==> config.mk <==
export PLATFORM = sky130hd
export DESIGN_NAME = kway_move_delta_gain
export DESIGN_NICKNAME = d
export VERILOG_FILES = /design/src/hdl/kmdg_pkg.sv /design/src/hdl/kway_move_delta_gain.sv /design/src/hdl/kmdg_front.sv /design/src/hdl/kmdg_queue.sv /design/src/hdl/kmdg_back.sv
export VERILOG_INCLUDE_DIRS = /design/src /design/src/hdl
export SDC_FILE = /design/constraint.sdc
export NUM_CORES = 1
export LEC_CHECK = 0
export BUFFER_PORTS_ARGS = -buffer_cell sky130_fd_sc_hd__buf_2
export CAP_MARGIN = 20
export CORE_MARGIN = 3
export CORE_UTILIZATION = 40
export CTS_CLUSTER_SIZE = 24
export DETAILED_ROUTE_END_ITERATION = 8
export SYNTH_ARGS = -nofsm -noshare
export SYNTH_HDL_FRONTEND = slang
export SYNTH_SLANG_ARGS = --single-unit
==> constraint.sdc <==
create_clock -name i_clk -period 11.96 [get_ports i_clk]
set_input_delay 1.196 -clock i_clk [delete_from_list [all_inputs] [get_ports i_clk]]
set_output_delay 1.196 -clock i_clk [all_outputs]
set_load 0.01 [all_outputs]
==> src/hdl/kway_move_delta_gain_macros.svh <==
// assertion macros for the k-way move delta gain block
// used by the top level only, no other dependencies
`ifndef KWAY_MOVE_DELTA_GAIN_MACROS_SVH
`define KWAY_MOVE_DELTA_GAIN_MACROS_SVH

`ifndef SYNTHESIS
// same-cycle implication
`define KMDG_ASSERT_IMP(label, clk, rst_n, ante, cons) \
    label: assert property (@(posedge clk) disable iff (!rst_n) (ante) |-> (cons)) \
        else $error("kmdg assertion failed");
// next-cycle implication
`define KMDG_ASSERT_NXT(label, clk, rst_n, ante, cons) \
    label: assert property (@(posedge clk) disable iff (!rst_n) (ante) |=> (cons)) \
        else $error("kmdg assertion failed");
`else
`define KMDG_ASSERT_IMP(label, clk, rst_n, ante, cons)
`define KMDG_ASSERT_NXT(label, clk, rst_n, ante, cons)
`endif

`endif

==> src/hdl/kmdg_pkg.sv <==
// shared types, constants and helpers of the k-way move delta gain block
// no dependencies
`default_nettype none

package kmdg_pkg;

    localparam int PART_LIMIT  = 4;
    localparam int MAX_PINS    = 8;
    localparam int PART_SLOTS  = 4;
    localparam int PART_W      = 2;
    localparam int PIN_IDX_W   = $clog2(MAX_PINS);
    localparam int PIN_CNT_W   = 4;
    localparam int WEIGHT_W    = 16;
    localparam int GAIN_W      = WEIGHT_W + 2;
    localparam int DELTA_W     = 32;
    localparam int CFG_W       = 3;
    localparam int IN_DATA_W   = 24;
    localparam int OUT_DATA_W  = 40;
    localparam int Q_DEPTH     = 2;
    localparam int Q_PTR_W     = 1;
    localparam int Q_CNT_W     = 2;

    localparam logic [CFG_W-1:0] CFG_RESET = 3'd4;

    // opcodes and result kinds
    localparam logic OP_START    = 1'b0;
    localparam logic OP_PIN      = 1'b1;
    localparam logic KIND_PIN    = 1'b0;
    localparam logic KIND_VERTEX = 1'b1;

    // one unit of work passed from front to back
    typedef struct packed {
        logic                                     is_start;
        logic [PART_W-1:0]                        src;
        logic [PART_W-1:0]                        tgt;
        logic [WEIGHT_W-1:0]                      weight;
        logic [PIN_CNT_W-1:0]                     pin_count;
        logic [MAX_PINS-1:0][PART_W-1:0]          parts;
        logic [PART_SLOTS-1:0][PIN_CNT_W-1:0]     part_cnt;
    } t_job;

    // parts in use, clamped to 2..PART_LIMIT and to the part slots
    function automatic logic [CFG_W-1:0] parts_eff(input logic [CFG_W-1:0] cfg);
        logic [CFG_W-1:0] p;
        p = cfg;
        if (p > CFG_W'(PART_LIMIT)) p = CFG_W'(PART_LIMIT);
        if (p > CFG_W'(PART_SLOTS)) p = CFG_W'(PART_SLOTS);
        if (p < CFG_W'(2)) p = CFG_W'(2);
        return p;
    endfunction

endpackage

`default_nettype wire

==> src/hdl/kway_move_delta_gain.sv <==
// k-way move gain update: a pin transaction is accepted whenever the job queue
// has room; with an idle back end the job of a net end passes the queue, the dequeue,
// the PASS1, PASS2 and EMIT states and the output register before its first result is valid.
// the back end then emits pin_count*P + P results for a net end, one result per cycle while
// the output is not stalled (P = parts in use). a start-move transaction produces no output.
// synchronous active-low reset clears control state, vertex deltas, and sets parts to 4.
`default_nettype none
`include "kway_move_delta_gain_macros.svh"

module kway_move_delta_gain (
    input  wire logic                                i_clk,
    input  wire logic                                i_rst_n,
    input  wire logic                                i_cfg_wr_en,
    input  wire logic [kmdg_pkg::CFG_W-1:0]          i_cfg_wr_data,  // parts_in_use
    input  wire logic                                s_axis_tvalid,
    output logic                                     s_axis_tready,
    // [1:0] source_part, [3:2] target_part, [5:4] pin_part, [21:6] net_weight
    input  wire logic [kmdg_pkg::IN_DATA_W-1:0]      s_axis_tdata,
    input  wire logic                                s_axis_tuser,   // [0] opcode
    input  wire logic                                s_axis_tlast,
    output logic                                     m_axis_tvalid,
    input  wire logic                                m_axis_tready,
    // [2:0] pin_index, [4:3] part_index, [36:5] delta
    output logic [kmdg_pkg::OUT_DATA_W-1:0]          m_axis_tdata,
    output logic                                     m_axis_tuser,   // [0] kind
    output logic                                     m_axis_tlast
);

    logic [kmdg_pkg::CFG_W-1:0]     r_cfg;
    logic [kmdg_pkg::CFG_W-1:0]     parts;
    logic                           q_push;
    logic                           q_pop;
    logic                           q_full;
    logic                           q_empty;
    kmdg_pkg::t_job                 job_in;
    kmdg_pkg::t_job                 job_out;
    logic                           out_vertex;
    logic [kmdg_pkg::PART_W-1:0]    out_part;
    logic [kmdg_pkg::PIN_IDX_W-1:0] out_pin;

    // configuration register
    always_ff @(posedge i_clk) begin
        if (!i_rst_n) begin
            r_cfg <= kmdg_pkg::CFG_RESET;
        end else if (i_cfg_wr_en) begin
            r_cfg <= i_cfg_wr_data;
        end
    end

    assign parts = kmdg_pkg::parts_eff(r_cfg);

    kmdg_front u_front (
        .i_clk          (i_clk),
        .i_rst_n        (i_rst_n),
        .s_axis_tvalid  (s_axis_tvalid),
        .s_axis_tready  (s_axis_tready),
        .s_axis_tdata   (s_axis_tdata),
        .s_axis_tuser   (s_axis_tuser),
        .s_axis_tlast   (s_axis_tlast),
        .i_q_full       (q_full),
        .o_q_push       (q_push),
        .o_q_job        (job_in)
    );

    kmdg_queue u_queue (
        .i_clk          (i_clk),
        .i_rst_n        (i_rst_n),
        .i_push         (q_push),
        .i_job          (job_in),
        .i_pop          (q_pop),
        .o_job          (job_out),
        .o_full         (q_full),
        .o_empty        (q_empty)
    );

    kmdg_back u_back (
        .i_clk          (i_clk),
        .i_rst_n        (i_rst_n),
        .i_job          (job_out),
        .i_q_empty      (q_empty),
        .o_q_pop        (q_pop),
        .i_parts        (parts),
        .m_axis_tvalid  (m_axis_tvalid),
        .m_axis_tready  (m_axis_tready),
        .m_axis_tdata   (m_axis_tdata),
        .m_axis_tuser   (m_axis_tuser),
        .m_axis_tlast   (m_axis_tlast)
    );

    // result fields seen by the checks below
    assign out_vertex = (m_axis_tuser == kmdg_pkg::KIND_VERTEX);
    assign out_part   = m_axis_tdata[4:3];
    assign out_pin    = m_axis_tdata[2:0];

    // a run always ends on a vertex delta
    `KMDG_ASSERT_IMP(a_last_is_vertex, i_clk, i_rst_n, m_axis_tvalid && m_axis_tlast, out_vertex)
    // results never name a part beyond those in use
    `KMDG_ASSERT_IMP(a_part_in_range, i_clk, i_rst_n, m_axis_tvalid, {1'b0, out_part} < parts)
    // vertex deltas carry pin index zero
    `KMDG_ASSERT_IMP(a_vertex_pin_zero, i_clk, i_rst_n, m_axis_tvalid && out_vertex, out_pin == '0)
    // a push into a full queue never happens
    `KMDG_ASSERT_IMP(a_no_overflow, i_clk, i_rst_n, q_full, !q_push)

endmodule

`default_nettype wire

==> src/hdl/kmdg_front.sv <==
// front end: accepts input transactions, holds the pins of the current net
// and move parts, and queues a start or evaluate job; uses kmdg_pkg
`default_nettype none

module kmdg_front (
    input  wire logic                               i_clk,
    input  wire logic                               i_rst_n,
    input  wire logic                               s_axis_tvalid,
    output logic                                    s_axis_tready,
    input  wire logic [kmdg_pkg::IN_DATA_W-1:0]     s_axis_tdata,
    input  wire logic                               s_axis_tuser,
    input  wire logic                               s_axis_tlast,
    input  wire logic                               i_q_full,
    output logic                                    o_q_push,
    output kmdg_pkg::t_job                          o_q_job
);

    logic [kmdg_pkg::PART_W-1:0]                                r_parts [kmdg_pkg::MAX_PINS];
    logic [kmdg_pkg::PIN_CNT_W-1:0]                             r_cnt;
    logic [kmdg_pkg::PART_SLOTS-1:0][kmdg_pkg::PIN_CNT_W-1:0]   r_num;
    logic [kmdg_pkg::PART_W-1:0]                                r_src;
    logic [kmdg_pkg::PART_W-1:0]                                r_tgt;

    logic                                                       acc;
    logic                                                       store;
    logic [kmdg_pkg::PART_W-1:0]                                f_src;
    logic [kmdg_pkg::PART_W-1:0]                                f_tgt;
    logic [kmdg_pkg::PART_W-1:0]                                f_pin;
    logic [kmdg_pkg::WEIGHT_W-1:0]                              f_weight;
    logic [kmdg_pkg::PIN_CNT_W-1:0]                             upd_cnt;
    logic [kmdg_pkg::PART_SLOTS-1:0][kmdg_pkg::PIN_CNT_W-1:0]   upd_num;

    // field unpacking
    assign f_src    = s_axis_tdata[1:0];
    assign f_tgt    = s_axis_tdata[3:2];
    assign f_pin    = s_axis_tdata[5:4];
    assign f_weight = s_axis_tdata[21:6];

    assign s_axis_tready = !i_q_full;
    assign acc   = s_axis_tvalid && s_axis_tready;
    assign store = (s_axis_tuser == kmdg_pkg::OP_PIN)
                   && (r_cnt < kmdg_pkg::PIN_CNT_W'(kmdg_pkg::MAX_PINS));

    // pin count and per-part tallies including the pin in flight
    always_comb begin
        upd_cnt = r_cnt;
        upd_num = r_num;
        if (store) begin
            upd_cnt = r_cnt + kmdg_pkg::PIN_CNT_W'(1);
            upd_num[f_pin] = r_num[f_pin] + kmdg_pkg::PIN_CNT_W'(1);
        end
    end

    // job snapshot for the back end
    always_comb begin
        o_q_job.is_start  = (s_axis_tuser == kmdg_pkg::OP_START);
        o_q_job.src       = r_src;
        o_q_job.tgt       = r_tgt;
        o_q_job.weight    = f_weight;
        o_q_job.pin_count = upd_cnt;
        o_q_job.part_cnt  = upd_num;
        for (int i = 0; i < kmdg_pkg::MAX_PINS; i++) begin
            o_q_job.parts[i] = r_parts[i];
        end
        if (store) begin
            o_q_job.parts[r_cnt[kmdg_pkg::PIN_IDX_W-1:0]] = f_pin;
        end
    end

    assign o_q_push = acc && ((s_axis_tuser == kmdg_pkg::OP_START) || s_axis_tlast);

    // pin storage, written once per pin, no reset needed
    always_ff @(posedge i_clk) begin
        if (acc && store) begin
            r_parts[r_cnt[kmdg_pkg::PIN_IDX_W-1:0]] <= f_pin;
        end
    end

    // net and move state
    always_ff @(posedge i_clk) begin
        if (!i_rst_n) begin
            r_cnt <= '0;
            r_num <= '0;
            r_src <= '0;
            r_tgt <= '0;
        end else if (acc) begin
            if (s_axis_tuser == kmdg_pkg::OP_START) begin
                r_src <= f_src;
                r_tgt <= f_tgt;
                r_cnt <= '0;
                r_num <= '0;
            end else if (s_axis_tlast) begin
                r_cnt <= '0;
                r_num <= '0;
            end else begin
                r_cnt <= upd_cnt;
                r_num <= upd_num;
            end
        end
    end

endmodule

`default_nettype wire

==> src/hdl/kmdg_queue.sv <==
// two-entry job queue between front and back ends
// uses kmdg_pkg for the job type and depth
`default_nettype none

module kmdg_queue (
    input  wire logic               i_clk,
    input  wire logic               i_rst_n,
    input  wire logic               i_push,
    input  wire kmdg_pkg::t_job     i_job,
    input  wire logic               i_pop,
    output kmdg_pkg::t_job          o_job,
    output logic                    o_full,
    output logic                    o_empty
);

    kmdg_pkg::t_job                     r_mem [kmdg_pkg::Q_DEPTH];
    logic [kmdg_pkg::Q_PTR_W-1:0]       r_wp;
    logic [kmdg_pkg::Q_PTR_W-1:0]       r_rp;
    logic [kmdg_pkg::Q_CNT_W-1:0]       r_count;

    assign o_full  = (r_count == kmdg_pkg::Q_CNT_W'(kmdg_pkg::Q_DEPTH));
    assign o_empty = (r_count == '0);
    assign o_job   = r_mem[r_rp];

    // entry storage
    always_ff @(posedge i_clk) begin
        if (i_push && !o_full) begin
            r_mem[r_wp] <= i_job;
        end
    end

    // pointers and fill level
    always_ff @(posedge i_clk) begin
        if (!i_rst_n) begin
            r_wp    <= '0;
            r_rp    <= '0;
            r_count <= '0;
        end else begin
            if (i_push && !o_full) r_wp <= r_wp + kmdg_pkg::Q_PTR_W'(1);
            if (i_pop && !o_empty) r_rp <= r_rp + kmdg_pkg::Q_PTR_W'(1);
            case ({i_push && !o_full, i_pop && !o_empty})
                2'b10:   r_count <= r_count + kmdg_pkg::Q_CNT_W'(1);
                2'b01:   r_count <= r_count - kmdg_pkg::Q_CNT_W'(1);
                default: r_count <= r_count;
            endcase
        end
    end

endmodule

`default_nettype wire

==> src/hdl/kmdg_back.sv <==
// back end: applies the two gain passes to the vertex deltas and streams
// the pin-by-part and vertex deltas through an output register; uses kmdg_pkg
`default_nettype none

module kmdg_back (
    input  wire logic                                i_clk,
    input  wire logic                                i_rst_n,
    input  wire kmdg_pkg::t_job                      i_job,
    input  wire logic                                i_q_empty,
    output logic                                     o_q_pop,
    input  wire logic [kmdg_pkg::CFG_W-1:0]          i_parts,
    output logic                                     m_axis_tvalid,
    input  wire logic                                m_axis_tready,
    output logic [kmdg_pkg::OUT_DATA_W-1:0]          m_axis_tdata,
    output logic                                     m_axis_tuser,
    output logic                                     m_axis_tlast
);

    localparam logic [1:0] ST_IDLE  = 2'd0;
    localparam logic [1:0] ST_PASS1 = 2'd1;
    localparam logic [1:0] ST_PASS2 = 2'd2;
    localparam logic [1:0] ST_EMIT  = 2'd3;

    localparam int PAD_W = kmdg_pkg::OUT_DATA_W - kmdg_pkg::PIN_IDX_W
                           - kmdg_pkg::PART_W - kmdg_pkg::DELTA_W;

    logic [1:0]                                     r_state;
    kmdg_pkg::t_job                                 r_job;
    logic signed [kmdg_pkg::DELTA_W-1:0]            r_vd [kmdg_pkg::PART_SLOTS];
    logic [kmdg_pkg::PIN_IDX_W-1:0]                 r_pin;
    logic [kmdg_pkg::PART_W-1:0]                    r_part;
    logic                                           r_vphase;

    logic                                           r_valid;
    logic                                           r_kind;
    logic [kmdg_pkg::PIN_IDX_W-1:0]                 r_pin_idx;
    logic [kmdg_pkg::PART_W-1:0]                    r_part_idx;
    logic signed [kmdg_pkg::DELTA_W-1:0]            r_delta;
    logic                                           r_last;

    logic                                           out_free;
    logic                                           emit;
    logic                                           src_ok;
    logic                                           tgt_ok;
    logic [kmdg_pkg::PIN_CNT_W-1:0]                 cnt_s;
    logic [kmdg_pkg::PIN_CNT_W-1:0]                 cnt_t;
    logic                                           vd_dec;
    logic                                           vd_inc;
    logic                                           part_end;
    logic                                           pin_end;
    logic [kmdg_pkg::PART_W-1:0]                    cur_pin_part;
    logic signed [kmdg_pkg::GAIN_W-1:0]             gain;
    logic signed [kmdg_pkg::GAIN_W-1:0]             pin_delta;

    // saturating add of a signed 18-bit step to a 32-bit delta
    function automatic logic signed [kmdg_pkg::DELTA_W-1:0] sat_add(
        input logic signed [kmdg_pkg::DELTA_W-1:0] a,
        input logic signed [kmdg_pkg::GAIN_W-1:0]  b
    );
        logic signed [kmdg_pkg::DELTA_W:0] s;
        s = {a[kmdg_pkg::DELTA_W-1], a}
            + {{(kmdg_pkg::DELTA_W + 1 - kmdg_pkg::GAIN_W){b[kmdg_pkg::GAIN_W-1]}}, b};
        if (s[kmdg_pkg::DELTA_W] != s[kmdg_pkg::DELTA_W-1]) begin
            return {s[kmdg_pkg::DELTA_W], {(kmdg_pkg::DELTA_W-1){!s[kmdg_pkg::DELTA_W]}}};
        end
        return s[kmdg_pkg::DELTA_W-1:0];
    endfunction

    // pass conditions from the per-part pin tallies
    assign src_ok = {1'b0, r_job.src} < i_parts;
    assign tgt_ok = {1'b0, r_job.tgt} < i_parts;
    assign cnt_s  = r_job.part_cnt[r_job.src];
    assign cnt_t  = r_job.part_cnt[r_job.tgt];
    assign vd_dec = src_ok && (cnt_s == '0) && tgt_ok && (cnt_t != '0);
    assign vd_inc = tgt_ok && (cnt_t == '0) && src_ok && (cnt_s != '0);
    assign gain   = kmdg_pkg::GAIN_W'(r_job.weight);

    // pin delta for the current pin and part
    assign cur_pin_part = r_job.parts[r_pin];
    always_comb begin
        pin_delta = '0;
        if (src_ok && (cnt_s == '0) && (r_part == r_job.src)) pin_delta = pin_delta - gain;
        if (src_ok && (cnt_s == kmdg_pkg::PIN_CNT_W'(1)) && (cur_pin_part == r_job.src))
            pin_delta = pin_delta + gain;
        if (tgt_ok && (cnt_t == '0) && (r_part == r_job.tgt)) pin_delta = pin_delta + gain;
        if (tgt_ok && (cnt_t == kmdg_pkg::PIN_CNT_W'(1)) && (cur_pin_part == r_job.tgt))
            pin_delta = pin_delta - gain;
    end

    assign out_free = !r_valid || m_axis_tready;
    assign emit     = (r_state == ST_EMIT) && out_free;
    assign part_end = ({1'b0, r_part} == i_parts - kmdg_pkg::CFG_W'(1));
    assign pin_end  = ({1'b0, r_pin} == r_job.pin_count - kmdg_pkg::PIN_CNT_W'(1));
    assign o_q_pop  = (r_state == ST_IDLE) && !i_q_empty;

    // job latch
    always_ff @(posedge i_clk) begin
        if (o_q_pop && !i_job.is_start) begin
            r_job <= i_job;
        end
    end

    // sequencer and vertex delta lanes
    always_ff @(posedge i_clk) begin
        if (!i_rst_n) begin
            r_state  <= ST_IDLE;
            r_pin    <= '0;
            r_part   <= '0;
            r_vphase <= 1'b0;
            for (int i = 0; i < kmdg_pkg::PART_SLOTS; i++) r_vd[i] <= '0;
        end else begin
            case (r_state)
                ST_IDLE: begin
                    if (o_q_pop) begin
                        if (i_job.is_start) begin
                            for (int i = 0; i < kmdg_pkg::PART_SLOTS; i++) r_vd[i] <= '0;
                        end else begin
                            r_state <= ST_PASS1;
                        end
                    end
                end
                ST_PASS1: begin
                    for (int i = 0; i < kmdg_pkg::PART_SLOTS; i++) begin
                        if (vd_dec && ({1'b0, kmdg_pkg::PART_W'(i)} < i_parts))
                            r_vd[i] <= sat_add(r_vd[i], -gain);
                    end
                    r_state <= ST_PASS2;
                end
                ST_PASS2: begin
                    for (int i = 0; i < kmdg_pkg::PART_SLOTS; i++) begin
                        if (vd_inc && ({1'b0, kmdg_pkg::PART_W'(i)} < i_parts))
                            r_vd[i] <= sat_add(r_vd[i], gain);
                    end
                    r_pin    <= '0;
                    r_part   <= '0;
                    r_vphase <= (r_job.pin_count == '0);
                    r_state  <= ST_EMIT;
                end
                ST_EMIT: begin
                    if (emit) begin
                        if (part_end) begin
                            r_part <= '0;
                            if (r_vphase) begin
                                r_state <= ST_IDLE;
                            end else if (pin_end) begin
                                r_vphase <= 1'b1;
                            end else begin
                                r_pin <= r_pin + kmdg_pkg::PIN_IDX_W'(1);
                            end
                        end else begin
                            r_part <= r_part + kmdg_pkg::PART_W'(1);
                        end
                    end
                end
                default: r_state <= ST_IDLE;
            endcase
        end
    end

    // output register valid
    always_ff @(posedge i_clk) begin
        if (!i_rst_n) begin
            r_valid <= 1'b0;
        end else if (out_free) begin
            r_valid <= emit;
        end
    end

    // output register payload
    always_ff @(posedge i_clk) begin
        if (emit) begin
            r_part_idx <= r_part;
            if (r_vphase) begin
                r_kind    <= kmdg_pkg::KIND_VERTEX;
                r_pin_idx <= '0;
                r_delta   <= r_vd[r_part];
                r_last    <= part_end;
            end else begin
                r_kind    <= kmdg_pkg::KIND_PIN;
                r_pin_idx <= r_pin;
                r_delta   <= kmdg_pkg::DELTA_W'(pin_delta);
                r_last    <= 1'b0;
            end
        end
    end

    assign m_axis_tvalid = r_valid;
    assign m_axis_tuser  = r_kind;
    assign m_axis_tlast  = r_last;
    assign m_axis_tdata  = {{PAD_W{1'b0}}, r_delta, r_part_idx, r_pin_idx};

endmodule

`default_nettype wire
==> impl_results.rst <==
.. list-table::
   :header-rows: 1

   * - Metric
     - Value
   * - Die Span X
     - 283 µm
   * - Total routed wirelength
     - 90.0 mm
   * - Count of input and output buffers
     - 72
   * - Leakage component of the power
     - 13.1 nW
   * - Total power per unit cell area
     - 195 mW/mm²
   * - Area of the die
     - 0.0800 mm²
   * - Number of setup buffers added after CTS
     - 0
   * - # hold bufs at CTS
     - 0
   * - Number of enable flip-flop cells after synthesis
     - 353
   * - Placer congestion estimate
     - 0.947
   * - Starting DRC count in detailed routing
     - 1986
   * - Placed wire-length estimate after detailed placement
     - 66.4 mm
   * - Number of I/O pins
     - 78
   * - Cell area after synthesis
     - 0.0307 mm²
   * - Actual slew at the worst max-slew pin
     - 1.19 ns
   * - Max-cap viol count
     - 0
   * - Area share of the leading cell type in the synthesized netlist
     - 34.6%
   * - Yosys Warn Count
     - 0
   * - Category of the most critical setup path
     - flop to flop
   * - Worst hold path startpoint
     - u_front.r_tgt[0]
   * - Power consumption
     - 6.62 mW
   * - Average vias per placed instance
     - 5.91
   * - Net count, final
     - 3450
   * - Grt total ovfl
     - 0
   * - Top achievable clock speed
     - 0.115 GHz
   * - Layout cells sized above 1
     - 11.8%
   * - DRC violations left
     - 0
   * - Antenna violations before repair
     - 0
   * - CP endpoint kind
     - flop
   * - Final non-filler cell area
     - 0.0339 mm²
   * - Post-route minimum period
     - 8.67 ns
   * - Number of antenna cells inserted
     - 0
   * - Dominant cells by area after synthesis
     - edfxtp_1, ha_1, xnor2_1, a21oi_1, mux2_2
   * - First-pass GRT wire length
     - 139 mm
   * - Fraction of the cycle the final worst path needs
     - 72.5%
   * - Unrepaired setup endpoints after global routing
     - false
   * - Number of buffers between clock root and the deepest sink
     - 3
   * - Post-layout utilization of the core
     - 45.0%
   * - Count of pins over their slew limit
     - 0
   * - Hold EP
     - u_queue.r_mem[1][52]
   * - Logic depth of the worst setup path including buffers
     - 31
   * - Register area
     - 0.0115 mm²
   * - Total GRT Usage
     - 21.8%
   * - Root Buffer
     - clkbuf_16
   * - Depth of the most critical reg-to-reg path
     - 31
   * - Count leader, synth
     - edfxtp_1
   * - Vias in the first global route
     - 23864
   * - Filler instances
     - 7202
   * - Crit path buf inv count
     - 3
   * - Headroom to the max-slew limit
     - 19.9%
   * - Slowest cell on the critical path
     - o31ai_1
   * - Cell type with the largest total area after synthesis
     - edfxtp_1
   * - Cell row count
     - 100
   * - Final Hold Violating Endpoints
     - 0
   * - Gates resized, CTS repair
     - 0
   * - Post-synthesis register bit count
     - 396
   * - Setup Total Neg Slack
     - 0 ns
   * - Crit-path max FO
     - 15
   * - Final setup violation count
     - 0
   * - Count of clock tree sinks
     - 396
   * - Leading cell types by count after synthesis
     - edfxtp_1, ha_1, nand2_1, a21oi_1, nor2_1
   * - First-pass iteration count of the detailed router
     - 5
   * - Worst-path clk slew
     - 0.06 ns
   * - Critical register-to-register path endpoint
     - u_back.r_delta[24]
   * - Cts bufs inserted
     - 48
   * - Total core area
     - 0.0752 mm²
   * - Slowest cell delay on critical path
     - 0.72 ns
   * - Worst-case register-to-register setup slack
     - 3.29 ns
   * - Reg2reg start
     - u_back.gain[1]
   * - Worst supply voltage drop on vdd
     - 0.000121 V
   * - Worst Path Required
     - 12.39 ns
   * - Average instance area after synthesis
     - 9.90 µm²
   * - Average wire length per cell after detail routing
     - 21.3 µm
   * - Clock latency on the worst-skew pair
     - 0.61 ns
   * - Number of H-tree levels
     - 2
   * - Clock tree from TritonCTS
     - yes
   * - Floorplan die height
     - 283 µm
   * - Area growth from synthesis to final layout
     - 10.4%
   * - Number of antenna-violating nets in the routed design
     - 0
   * - Effective utilization at floorplan
     - 40.8%
   * - Area of placed instances
     - 0.0323 mm²
   * - Final-layout worst hold slack
     - 0.444 ns
   * - Unique masters post-synth
     - 98
   * - Run status
     - finished, final reports clean
   * - Total number of vias
     - 24972
   * - Share of the yosys chip area belonging to registers
     - 37.4%
   * - Share of synthesized flip-flops with an asynchronous set or reset
     - 0%
   * - Cells on Worst Hold Path
     - 0
   * - Maximum number of pins on one net before global-route repair
     - 61
   * - Multi-input logic area
     - 0.0184 mm²
   * - Startpoint Class
     - flop
   * - Data arrival time of the critical path
     - 9.10 ns
   * - Category of cells accounting for the largest share of critical-path delay
     - compound AO/OA/AOI/OAI gates
   * - Worst min-delay path class
     - flop to flop
   * - Clk_skew
     - 0.0314 ns
   * - Commonest register cell after synthesis
     - edfxtp_1
   * - Number of cells produced by synthesis
     - 3098
## cell usage in the layout (no fill, tap or decap), drive strengths merged, types with 55 or more instances in the layout
cell type  netlist  final
o221ai          55     55
o21a            55     55
ha             242    242
edfxtp         353    353
nand2          241    241
a21o            95     95
nand3           87     87
o21ai          160    160
nor2           215    215
mux2            87     87
a21oi          225    225
clkbuf          62     59
buf             40    116
xnor2          164    164
inv            112    117
xor2            89     89
nor3            56     56
nor2b           59     59
## area by class of cell
type / count / share of cell area, %
clock buffer: 59 / 3.67
clock inverter: 31 / 0.972
inverter: 115 / 1.28
multi-input combinational: 2487 / 54.3
sequential: 396 / 33.9
tap: 1020 / 3.77
timing repair buffer: 116 / 2.10
## cells by family (layout without fill, tap and decap cells)
group,count (synthesis),count (layout),synth area share (%)
AOI/OAI and AO/OA,938,938,20.8
and+or+nand+nor,891,891,14.2
DFF,396,396,37.4
adders and majority gates,253,253,10.6
xor gates and xnor gates,253,253,7.23
buffers and inverters,217,321,2.90
muxes,149,149,6.93
other,1,3,0.0122
## state kept, by name (all words and copies together), names as in the netlist, 2 cells and up, named ones only
register	flops
u_back.r_vd	128
u_queue.r_mem	114
u_back.r_job	40
u_back.r_delta	32
u_back.gain	16
u_front.r_num	16
u_front.r_parts	16
u_front.r_cnt	4
r_cfg	3
u_back.r_pin	3
u_back.r_pin_idx	3
u_back.r_part	2
u_back.r_part_idx	2
u_back.r_state	2
u_front.r_src	2
u_front.r_tgt	2
u_queue.r_count	2
## layer usage
| layer | vias up | global-route usage, % | routed length [µm] |
|---|---|---|---|
| met5 | - | 0 | 0 |
| met4 | 0 | 7.09 | 2750 |
| met3 | 131 | 2.78 | 5350 |
| met2 | 743 | 35.3 | 40900 |
| met1 | 12070 | 30.2 | 41000 |
| li1 | 12028 | - | - |
## how the worst max path moves through the flow
stage          slack, ns            start            endpoint
4_1_cts             3.37   u_back.gain[1]  u_back.r_delta[24]
5_1_grt             2.68   u_back.gain[1]  u_back.r_delta[24]
3_3_place_gp        3.49   u_back.gain[1]  u_back.r_delta[31]
2_1_floorplan       5.17  u_back.r_job[8]  u_back.r_delta[21]
6_report            3.29   u_back.gain[1]  u_back.r_delta[24]
3_5_place_dp        3.41   u_back.gain[1]  u_back.r_delta[24]
## metrics by stage
| step | cells | setup slack (ns) |
|---|---|---|
| floorplan | 3100 | 5.17 |
| global placement | 4133 | 3.49 |
| detailed placement | 4133 | 3.41 |
| CTS | 4223 | 3.37 |
| global route | 4224 | 2.68 |
| finish | 4224 | 3.29 |
## power by group
part	total, mW	switching (mW)	leakage (nW)	internal [mW]
registers	2.05	0.242	3.78	1.81
clock network	1.46	0.635	0.756	0.821
logic	3.11	1.84	8.54	1.27
## worst register-to-register path, delay by kind of cell (launching register included)
kind                       cells  cell delay [ns]
AOI/OAI and AO/OA             13             3.13
xor gates and xnor gates       2             0.84
and+or+nand+nor                9             1.93
DFF                            1             0.36
adders and majority gates      4             1.40
buffers and inverters          3             0.83
No activity file was read; power rests on OpenSTA's default activity.
